## src/rtl/pfgc_pkg.sv

```systemverilog
// ----------------------------------------------------------------------------
// pfgc_pkg
// shared types, codes and defaults of the gather crossbar
// ----------------------------------------------------------------------------
`default_nettype none
package pfgc_pkg;

  localparam int NUM_IN_CHANNELS_D = 4;
  localparam int IN_ELEMS_D        = 32;
  localparam int OUT_ELEMS_D       = 32;
  localparam int FIFO_DEPTH_D      = 16;
  localparam int MAX_INSTR_D       = 64;
  localparam int MAX_STEPS_D       = 8;

  localparam int ENTRY_W = 15;

  localparam logic [1:0] MODE_LOAD = 2'd0;
  localparam logic [1:0] MODE_ELEM = 2'd1;
  localparam logic [1:0] MODE_TICK = 2'd2;

  localparam logic [1:0] SEL_IN  = 2'd0;
  localparam logic [1:0] SEL_TBL = 2'd1;
  localparam logic [1:0] SEL_CUR = 2'd2;

  localparam logic [0:0] REG_PROG_LEN = 1'b0;
  localparam logic [0:0] REG_OUT_CHS  = 1'b1;

  typedef struct packed {
    logic       load_wr;
    logic       elem_wr;
    logic       push_begin;
    logic       push_rd;
    logic       push_wr;
    logic       chk_begin;
    logic       chk_next;
    logic       run_begin;
    logic       step_latch;
    logic       el_out;
    logic       step_end;
    logic       pad;
    logic       finish;
    logic [1:0] sel;
  } cmd_t;

  typedef struct packed {
    logic elem_ok;
    logic word_done;
    logic sel_full;
    logic src_empty;
    logic tbl_final;
    logic tbl_no_range;
    logic k_end;
    logic step_final;
    logic push_last;
    logic eid_last;
  } sts_t;

endpackage
`default_nettype wire

```

## src/rtl/pfgc_ctrl.sv

```systemverilog
// ----------------------------------------------------------------------------
// pfgc_ctrl
// sequencer for load, element, word copy and tick walks
// ----------------------------------------------------------------------------
`default_nettype none
module pfgc_ctrl (
  input  wire logic           clk,
  input  wire logic           rst,
  input  wire logic           start,
  input  wire logic [1:0]     mode,
  input  wire pfgc_pkg::sts_t sts,
  output pfgc_pkg::cmd_t      cmd,
  output logic                busy
);

  typedef enum logic [3:0] {
    IDLE, CHK, STEP, EL_RD, EL_OUT, POP, PAD, PUSH_RD, PUSH_WR
  } state_t;

  state_t state, state_next;

  always_comb begin
    cmd        = '0;
    cmd.sel    = pfgc_pkg::SEL_CUR;
    state_next = state;
    unique case (state)
      IDLE: begin
        cmd.sel = pfgc_pkg::SEL_IN;
        if (start) begin
          unique case (mode)
            pfgc_pkg::MODE_LOAD: cmd.load_wr = 1'b1;
            pfgc_pkg::MODE_ELEM: begin
              cmd.elem_wr = 1'b1;
              if (sts.elem_ok && sts.word_done && !sts.sel_full) begin
                cmd.push_begin = 1'b1;
                state_next     = PUSH_RD;
              end
            end
            pfgc_pkg::MODE_TICK: begin
              cmd.chk_begin = 1'b1;
              state_next    = CHK;
            end
            default: ;
          endcase
        end
      end
      CHK: begin
        cmd.sel = pfgc_pkg::SEL_TBL;
        if (sts.src_empty) begin
          state_next = IDLE;
        end else if (sts.tbl_final) begin
          cmd.run_begin = 1'b1;
          state_next    = STEP;
        end else begin
          cmd.chk_next = 1'b1;
        end
      end
      STEP: begin
        cmd.sel        = pfgc_pkg::SEL_TBL;
        cmd.step_latch = 1'b1;
        state_next     = sts.tbl_no_range ? POP : EL_RD;
      end
      EL_RD: state_next = EL_OUT;
      EL_OUT: begin
        cmd.el_out = 1'b1;
        state_next = sts.k_end ? POP : EL_RD;
      end
      POP: begin
        cmd.step_end = 1'b1;
        state_next   = sts.step_final ? PAD : STEP;
      end
      PAD: begin
        cmd.pad = 1'b1;
        if (sts.eid_last) begin
          cmd.finish = 1'b1;
          state_next = IDLE;
        end
      end
      PUSH_RD: begin
        cmd.push_rd = 1'b1;
        state_next  = PUSH_WR;
      end
      PUSH_WR: begin
        cmd.push_wr = 1'b1;
        state_next  = sts.push_last ? IDLE : PUSH_RD;
      end
      default: state_next = IDLE;
    endcase
  end

  always_ff @(posedge clk) begin
    if (rst) begin
      state <= IDLE;
    end else begin
      state <= state_next;
    end
  end

  assign busy = (state != IDLE);

endmodule
`default_nettype wire

```

## config.mk

```make
export PLATFORM = sky130hd
export DESIGN_NAME = pfgc_ctrl
export DESIGN_NICKNAME = d
export VERILOG_FILES = /design/src/rtl/pfgc_pkg.sv /design/src/rtl/pfgc_ctrl.sv
export SDC_FILE = /design/constraint.sdc
export NUM_CORES = 1
export LEC_CHECK = 0
export ABC_CLOCK_PERIOD_IN_PS = 2200
export BUFFER_PORTS_ARGS = -buffer_cell sky130_fd_sc_hd__clkbuf_2
export CORE_AREA = 2 2 39 41
export DETAILED_ROUTE_END_ITERATION = 12
export DIE_AREA = 0 0 41 43
export PLACE_DENSITY = 0.68
export SETUP_SLACK_MARGIN = 0.5
export SLEW_MARGIN = 15
export SYNTH_ARGS = -nofsm -noshare
export SYNTH_HDL_FRONTEND = slang
export SYNTH_SLANG_ARGS = --single-unit
export TNS_END_PERCENT = 10
```

## constraint.sdc

```tcl
create_clock -name clk -period 2.2 [get_ports clk]
set_input_delay 0.11 -clock clk [delete_from_list [all_inputs] [get_ports clk]]
set_output_delay 0.11 -clock clk [all_outputs]
set_load 0.005 [all_outputs]
```

Word-level counts from Yosys, hierarchy flattened --
Index checks and enable logic that the tools add are counted.
Storage, ports and cells: bits in registers 4, output and inout port bits 16, word-level logic and storage cells 55
Cells by class: eq/ne operators 15, multiplexer cells 31, reduce and logical (&&, ||, !) cells 8
Operators by type and width (number):
- 4-bit case mux with 9 select lines | 1
- 4-bit 2-to-1 mux | 5
- 3-bit 2-to-1 mux | 6
- 4-bit by 3-bit equality test with 1-bit output, second input constant | 4
- 1-bit 2-to-1 mux | 13
- 4-bit by 2-bit equality test with 1-bit output, second input constant | 2
- 2-bit 2-to-1 mux | 4
- 4-bit case mux with 2 select lines | 1
- 3-bit inequality test, second input constant | 2
- 5-bit AND reduction | 1
- 4-bit by 1-bit equality test with 1-bit output, second input constant | 1
- 4-bit equality test, second input constant | 1
- 4-bit logical NOT | 1
- 2-bit inequality test, second input constant | 2
- 2-bit case mux with 2 select lines | 1
- 4-bit nonzero test | 1
- 3-bit by 1-bit inequality test with 1-bit output, second input constant | 1
- 2-bit by 1-bit equality test with 1-bit output, second input constant | 1
- 2-bit equality test, second input constant | 1
- 1-bit logical AND | 2
- 2-bit logical NOT | 1
- 2-bit OR reduction | 1
- 1-bit logical NOT | 1

Longest topological paths before layout --
Gate-level depths: netlist of run 1.
depth in word-level cells 6, depth in mapped cells 6

Least setup slack after synthesis of run 1 --
OpenSTA, ideal clock, no wires.
path type register to register, start point reg state[0], end point reg state[1], setup time 95 ps, arrival 1741 ps, path slack 364 ps, stages on the path, launching flop included 6, path buffers 1, cell sequence dfxtp_1 -> buf_6 -> or3_4 -> a32o_1 -> or4_4 -> a221oi_1
On the way: word-level cells in the longest chain between the ends 3, elaborated cells on any way between the ends 16, classes of those cells eq/ne: 13; mux: 1; reduce/logical: 2
Ends and longest elaborated chain:
- start, declared | line pfgc_ctrl.sv:20 | state_t state, state_next;
- start signal, assigned | line pfgc_ctrl.sv:95 | state <= state_next;
- 4-bit by 1-bit equality test with 1-bit output, or another cell as far along | line pfgc_ctrl.sv:26 | unique case (state)
- 3-bit inequality test (no source line), or another cell as far along
- 5-bit AND reduction (no source line)
Parallel ways exist; a longest one is shown, timed or not. A chain may end at the register's enable or synchronous reset.

Worst setup path in the final report of run 1 --
start point reg state[1], end point reg state[1]
The elaborated chain is that of the path after synthesis.

==> results.cfg, run 1 <==
[cts]
cts-root-buf = clkbuf_4
hold_buffers = 0
clkSinkCount = 4
worstSkewPairLatency_ps = 230
clkTransAtPathRegs_ps = 40
htree_levels = 1
numCtsBuffers = 3
clock_path_buffers = 2
cts_tree = done

[worst_setup_path]
critPathKind = flop to flop
cp_slowest_cell = or4_4
worst_path_largest_cell_delay_ps = 430
cp-end-kind = flop
crit_family = simple AND/OR/NAND/NOR gates
path_max_fanout = 4
worst-path-buf-inv = 0
reg2reg_setup_slack_ps = 490
crit_chain = or3_4 -> a32o_2 -> or4_4 -> a221oi_2
required_ps = 2340
arrival_ps = 1850
critPathLaunchType = flop

[floorplan]
design.core.area_um2 = 1380
die_area_um2 = 1760
pin_count = 31
row_count = 14
die_y_um = 43
die_x_um = 41
initial_core_util_pct = 32.5

[timing]
whs_ps = 104
tns_ps = 0
skew_ps = 0.682
setup_viol = 0
layout_setup_ws_ps = 487
min_period_over_period_pct = 77.8
rsz0062_at_grt = yes
relSlewSlack_pct = 73.7
fmax_ghz = 0.584
slew_violations = 0
fin_crit_ps = 1710
tightest_slew_ps = 392
hold_viol_final = 0

[synth]
synthSimpleGateAreaFrac_pct = 49.2
muxShareOfSynthArea_pct = 2.50
yosysWarnings = 0
synth_compound_area_share_pct = 21.7
synth_top_family_by_area = simple AND/OR/NAND/NOR gates
yosys.area_share.adder_pct = 0
async_flop_share_pct = 0
synth_area_per_cell_um2 = 6.72
synth-edff-count = 0
ys_types = 29
ys_ff_latch = 4
yosysSeqAreaShare_pct = 17.8
synth.cell_area_um2 = 450
synth_cells = 67
synthXorXnorAreaFrac_pct = 0
synth_top_flop_cell = dfxtp_1
syn_nets = 82

[final_layout]
final_common_cell = clkbuf_2
nets = 118
final_cells = 117
layout-area-overhead-vs-synth_pct = 56.9
stdcell_area_um2 = 707
top_register = state
final_cell_mix = clkbuf_2, nor2_1, nand2_1, nor3_1, buf_4
top_regs = state (4)
utilization_pct = 51.1
n_antenna_cell = 0
largest_reg_flops = 4
drive_above_1_share_pct = 54.5

[global_route]
grt_pass1_wl_mm = 2.21
grt_max_degree = 11
grt_pass1_vias = 564
grt.total_usage_pct = 18.1
overflow = 0
antenna_found_initial = 0

[route]
drt_iter0_markers = 8
routed_wl_mm = 1.35
vias = 605
viasPerCell = 5.17
drc = 0
wl_per_cell_um = 11.5
ant_nets = 0
firstDrtPassIters = 5

[place]
gp_congestion = 0.853
place_area_um2 = 623
placed_cells = 111
dp_slack_ps = 320
dp_hpwl_mm = 1.02
io_buffers = 30

[hold_path]
hold_path.class = input port to flop

[pwr]
p_per_area_nw_per_um2 = 399
power_mw = 0.282
peakVddDrop_mv = 0.306
p_leak_nw = 0.337

[job]
drv_cap = 0

[status]
outcome = finished clean
==> layer usage <==
layer,GRT usage (%),wire length (µm)
met3,3.66,44
met2,28.1,761
met4,10.7,15
met5,0,0
met1,21.5,524
==> report_power, final <==
group | total [mW] | switching, mW | internal, mW | leakage (nW)
clock | 0.0895 | 0.0286 | 0.0609 | 0.0138
sequential | 0.0790 | 0.00354 | 0.0755 | 0.0349
combinational | 0.113 | 0.0541 | 0.0592 | 0.288
total | 0.282 | 0.0862 | 0.196 | 0.337
==> cell type report <==
| cell class | instances | area (µm²) |
|---|---|---|
| inverter | 4 | 15.0 |
| fill | 144 | 677 |
| tap | 16 | 20.0 |
| sequential | 4 | 90.1 |
| timing repair buffer | 35 | 188 |
| clock buffer | 3 | 22.5 |
| multi-input combinational | 55 | 372 |
==> synth_stat cells (2+ instances only) <==
| cell | n | area (µm²) |
|---|---|---|
| a21oi_1 | 4 | 20.0 |
| inv_1 | 4 | 15.0 |
| nor3_1 | 6 | 30.0 |
| o21ai_0 | 4 | 20.0 |
| a221oi_1 | 2 | 17.5 |
| nor4_1 | 3 | 18.8 |
| nand2b_1 | 4 | 25.0 |
| dfxtp_1 | 4 | 80.1 |
| nand2_1 | 7 | 26.3 |
| nor2_1 | 9 | 33.8 |
| nor3b_1 | 2 | 15.0 |
==> worst paths after layout <==
path / startpoint / depth (start not counted) / end
worst max-delay path: state[1]$_SDFFE_PP0P_ / 4 / state[1]$_SDFFE_PP0P_
worst min-delay path: rst / 2 / state[2]$_SDFFE_PP0P_
worst max register to register: state[1]$_SDFFE_PP0P_ / 4 / state[1]$_SDFFE_PP0P_
worst min register to register: state[3]$_SDFFE_PP0P_ / 3 / state[1]$_SDFFE_PP0P_
==> kinds of logic (layout without fill, tap and decap cells) <==
| family | count (synthesis) | after routing |
|---|---|---|
| buf+inv | 8 | 42 |
| simple gates | 40 | 40 |
| compound gates | 14 | 14 |
| mux | 1 | 1 |
| flops | 4 | 4 |
==> what timing repair did <==
item                                    CTS  global route
hold endpoints to repair                  0             0
endpoints found under the setup margin    7             8
setup buffers                             3             0
pin swaps                                 4             1
gates resized for setup                   9             4
Note: power is estimated with default switching activity, not from simulation.
==> run 2, diff against run 1 <==
--- a/config.mk
+++ b/config.mk
@@ -5,7 +5,7 @@
 export SDC_FILE = /design/constraint.sdc
 export NUM_CORES = 1
 export LEC_CHECK = 0
-export ABC_CLOCK_PERIOD_IN_PS = 2200
+export ABC_CLOCK_PERIOD_IN_PS = 1660
 export BUFFER_PORTS_ARGS = -buffer_cell sky130_fd_sc_hd__clkbuf_2
 export CORE_AREA = 2 2 39 41
 export DETAILED_ROUTE_END_ITERATION = 12
==> constraint.sdc (replaced) <==
create_clock -name clk -period 1.66 [get_ports clk]
set_input_delay 0.083 -clock clk [delete_from_list [all_inputs] [get_ports clk]]
set_output_delay 0.083 -clock clk [all_outputs]
set_load 0.005 [all_outputs]
==> results.cfg, run 2 (synthesis results as in run 1) <==
[route]
routed_wl_mm = 1.63
drt_iter0_markers = 8
vias = 677
drc = 0
wl_per_cell_um = 12.5
firstDrtPassIters = 4
viasPerCell = 5.21
ant_nets = 0

[cts]
cts-root-buf = clkbuf_4
clkSinkCount = 4
cts_tree = done
htree_levels = 1
numCtsBuffers = 3
clock_path_buffers = 2
worstSkewPairLatency_ps = 230
hold_buffers = 0
clkTransAtPathRegs_ps = 30

[floorplan]
die_area_um2 = 1760
pin_count = 31
row_count = 14
die_y_um = 43
die_x_um = 41
design.core.area_um2 = 1380
initial_core_util_pct = 32.5

[final_layout]
drive_above_1_share_pct = 64.9
top_regs = state (4)
final_common_cell = clkbuf_2
fill_cells = 122
multi_input_area_um2 = 402
final-seq-area_um2 = 83.8
layout-area-overhead-vs-synth_pct = 89.4
largest_reg_flops = 4
top_register = state
n_antenna_cell = 0
nets = 131
final_cell_mix = clkbuf_2, buf_4, nor2_1, buf_6

[timing]
min_period_over_period_pct = 109
skew_ps = 4.12
fmax_ghz = 0.550
whs_ps = 99.4
layout_setup_ws_ps = -158
rsz0062_at_grt = yes
setup_viol = 3
relSlewSlack_pct = 78.4
tightest_slew_ps = 321
fin_crit_ps = 1820
slew_violations = 0
hold_viol_final = 0

[hold_path]
hold_path.class = input port to flop

[place]
dp_slack_ps = -190
io_buffers = 30
gp_congestion = 0.908
dp_hpwl_mm = 1.23

[pwr]
peakVddDrop_mv = 0.337
p_per_area_nw_per_um2 = 483
p_leak_nw = 0.421

[status]
violations = setup timing
outcome = finished, violations left

[global_route]
antenna_found_initial = 0
grt_max_degree = 13
grt_pass1_vias = 579
grt.total_usage_pct = 19.6
grt_pass1_wl_mm = 2.37
overflow = 0

[worst_setup_path]
arrival_ps = 1950
critPathKind = flop to flop
critPathLaunchType = flop
required_ps = 1790
cp-end-kind = flop
path_max_fanout = 2

[job]
drv_cap = 0
[run 2: through the flow]
| stage | TNS [ps] | std cells | total power, mW | instance area (µm²) | utilization (%) |
|---|---|---|---|---|---|
| 4_1_cts | -368 | 130 | 0.401 | 815 | 58.9 |
| 2_1_floorplan | -307 | 67 | 0.189 | 463 | - |
| 3_3_place_gp | -251 | 125 | 0.261 | 728 | 52.6 |
| 6_report | -322 | 130 | 0.412 | 853 | 61.7 |
| 3_5_place_dp | -360 | 125 | 0.265 | 728 | 52.6 |
| 5_1_grt | -614 | 130 | 0.444 | 853 | 61.7 |
[run 2: cell type report]
class                           instances  area share, %
Multi-Input combinational cell         55           47.1
Timing Repair Buffer                   48           36.1
Sequential cell                         4           9.82
Clock buffer                            3           2.64
Tap cell                               16           2.35
Inverter                                4           2.05
[run 2: per-layer routing]
layer	track usage (%)	wire length [µm]
met2	32.2	924
met5	0	0
met3	3.14	57
met1	24.7	645
met4	6.00	0
[run 2: repair_timing]
item,in CTS,in global routing
setup buffers,2,0
pin swaps,6,1
gates resized for setup,16,15
endpoints found under the setup margin,19,19
[run 2: path summary, 6_finish.rpt]
kind	startpoint	to	slack, ps	depth (start not counted)
hold reg to reg	state[0]$_SDFFE_PP0P_	state[3]$_SDFFE_PP0P_	700	3
setup reg to reg	state[1]$_SDFFE_PP0P_	state[2]$_SDFFE_PP0P_	-160	4
setup / recovery	state[1]$_SDFFE_PP0P_	state[2]$_SDFFE_PP0P_	-160	4
hold / removal	rst	state[2]$_SDFFE_PP0P_	100	2
[run 2: critical path, stage by stage (launching register included)]
cell	delay, ps
dfxtp_1	300
or3_4	380
a32o_2	240
or4_4	540
a221oi_2	260
[run 2: report_power, final]
part | leakage (nW) | total (mW) | internal, mW | switching, mW
Sequential | 0.0339 | 0.104 | 0.101 | 0.00299
Combinational | 0.373 | 0.191 | 0.103 | 0.0878
Clock | 0.0138 | 0.117 | 0.0806 | 0.0361
Total | 0.421 | 0.412 | 0.285 | 0.127
==> run 3, diff against run 2 <==
--- a/config.mk
+++ b/config.mk
@@ -5,6 +5,7 @@
 export SDC_FILE = /design/constraint.sdc
 export NUM_CORES = 1
 export LEC_CHECK = 0
+export ABC_AREA = 1
 export ABC_CLOCK_PERIOD_IN_PS = 1660
 export BUFFER_PORTS_ARGS = -buffer_cell sky130_fd_sc_hd__clkbuf_2
 export CORE_AREA = 2 2 39 41
==> results.cfg, run 3 <==
[synth]
yosys.cell_count.top_type = nand2_1
synth.cell_area_um2 = 452
yosysWarnings = 0
muxShareOfSynthArea_pct = 0
ys_ff_latch = 4
yosys-top-cells-area = nand2_1, dfxtp_1, inv_1
synthXorXnorAreaFrac_pct = 0
synthSimpleGateAreaFrac_pct = 62.3
synth_top_family_by_area = simple AND/OR/NAND/NOR gates
syn_nets = 101
synth_cells = 86
synth_compound_area_share_pct = 4.99
yosys.area_share.adder_pct = 0
yosysSeqAreaShare_pct = 17.7
synth-edff-count = 0
ys_types = 15
synthTopCellsByCount = nand2_1, inv_1, nor2_1
synth_top_flop_cell = dfxtp_1
synth_top_area_share_pct = 21.6
synth_area_per_cell_um2 = 5.25
async_flop_share_pct = 0
yosys.area.top_type = nand2_1

[worst_setup_path]
path_max_fanout = 5
critPathLaunchType = flop
critPathKind = flop to output pin
worst_path_largest_cell_delay_ps = 370
crit_chain = inv_2 -> nor2_4 -> nand4_1 -> inv_1 -> clkbuf_2
arrival_ps = 1200
cp-end-kind = output pin
required_ps = 1580
crit_family = flip-flops
cp_slowest_cell = dfxtp_4
worst-path-buf-inv = 3

[final_layout]
final_cell_mix = clkbuf_2, nand2_1, inv_1, nor2_1
largest_reg_flops = 4
nets = 144
n_antenna_cell = 0
final_common_cell = clkbuf_2
utilization_pct = 56.3
top_regs = state (4)
drive_above_1_share_pct = 51.2
layout-area-overhead-vs-synth_pct = 72.6
stdcell_area_um2 = 779
top_register = state

[route]
drt_iter0_markers = 10
vias = 665
routed_wl_mm = 1.37
wl_per_cell_um = 9.61
firstDrtPassIters = 4
viasPerCell = 4.65
drc = 0
ant_nets = 0

[timing]
layout_setup_ws_ps = 379
setup_viol = 0
fin_crit_ps = 1280
min_period_over_period_pct = 77.1
skew_ps = 5.75
tightest_slew_ps = 196
fmax_ghz = 0.781
slew_violations = 0
tns_ps = 0
hold_viol_final = 0
relSlewSlack_pct = 86.9
rsz0062_at_grt = yes

[hold_path]
hold_path.class = input port to flop

[global_route]
met1_usage_pct = 19.6
grt_pass1_vias = 560
grt_pass1_wl_mm = 2.12
overflow = 0
grt_max_degree = 8
antenna_found_initial = 0
grt.total_usage_pct = 17.2
grtUsageMet2_pct = 29.7
grt_busiest_layer = met2
met3_usage_pct = 3.14

[cts]
clock_path_buffers = 2
cts_tree = done
numCtsBuffers = 3
worstSkewPairLatency_ps = 240
hold_buffers = 0
htree_levels = 1
clkSinkCount = 4
clkTransAtPathRegs_ps = 40
cts-root-buf = clkbuf_4

[floorplan]
initial_core_util_pct = 32.6
row_count = 14
pin_count = 31
design.core.area_um2 = 1380
die_area_um2 = 1760
die_x_um = 41
die_y_um = 43

[place]
dp_hpwl_um = 959
gp_congestion = 0.782
dp_slack_ps = 367
place_area_um2 = 622
io_buffers = 30

[pwr]
p_leak_nw = 0.487
peakVddDrop_mv = 0.834
p_per_area_nw_per_um2 = 1650

[status]
outcome = finished clean

[job]
drv_cap = 0
==> run 3: changes by cell type after synthesis, moves of 2 or more <==
cell	previous run	this run
nand2_1	7	26
nor2_4	0	2
nor3_1	6	3
nor4_1	3	0
o21ai_0	4	0
a221oi_1	2	0
inv_1	4	14
nand3_1	1	7
nor2_2	0	4
nor3b_1	2	0
nand2b_1	4	0
inv_2	0	4
nor2_1	9	14
==> run 3: report_power, final <==
part           total (mW)  switching [mW]  internal [mW]
clock               0.122          0.0408         0.0809
combinational       0.960           0.532          0.427
sequential          0.201          0.0562          0.145
==> run 3: cell type report <==
class | instances | area [µm²]
fillers | 133 | 604
multi-input cells | 64 | 357
repair buffers | 38 | 218
flip-flops and latches | 4 | 92.6
inverters | 18 | 70.1
clock buffers | 3 | 22.5
well taps | 16 | 20.0
==> run 3: per-layer routing <==
metal  vias up  part of all wire [%]  routed length [µm]
met1       299                    40                 549
met3         2                   3.7                  51
met2        19                    55                 757
met4         0                   1.2                  17
li1        345                     -                   -
met5         -                     0                   0
==> run 3: repair_timing <==
| action | CTS | global route |
|---|---|---|
| setup endpoints to repair | 17 | 19 |
| setup buffers | 6 | 2 |
| pin swaps | 4 | 5 |
| gates resized for setup | 10 | 14 |
==> run 3: logic make-up (layout without fill, tap and decap cells) <==
| group | Yosys count | after routing |
|---|---|---|
| buffers and inverters | 18 | 59 |
| flip-flops | 4 | 4 |
| AO/OA/AOI/OAI | 4 | 4 |
| AND/OR/NAND/NOR | 60 | 60 |
==> run 3: metrics by stage <==
| stage | hold WS, ps | instances | power, mW |
|---|---|---|---|
| 6_report | 47.9 | 143 | 1.28 |
| 3_5_place_dp | 307 | 132 | 0.861 |
| 3_3_place_gp | 301 | 132 | 0.857 |
| 2_1_floorplan | 152 | 86 | 0.665 |
| 5_1_grt | 53.8 | 143 | 1.40 |
| 4_1_cts | 51.5 | 141 | 1.14 |
==> run 3: worst reg2reg max path, delay by kind of cell (launching register included) <==
kind / cells / cell delay [ps]
AND/OR/NAND/NOR: 6 / 450
flip-flops: 1 / 360
AO/OA/AOI/OAI: 1 / 110
buffers and inverters: 2 / 250
==> run 3: worst paths after layout <==
kind         slack (ps)                  start                     to  cells after the start
max                 380  state[0]$_SDFFE_PP0P_                 cmd[8]                      5
min                  50                    rst  state[0]$_SDFFE_PP0P_                      2
max reg2reg         430  state[3]$_SDFFE_PP0P_  state[2]$_SDFFE_PP0P_                      9
min reg2reg         670  state[2]$_SDFFE_PP0P_  state[0]$_SDFFE_PP0P_                      3
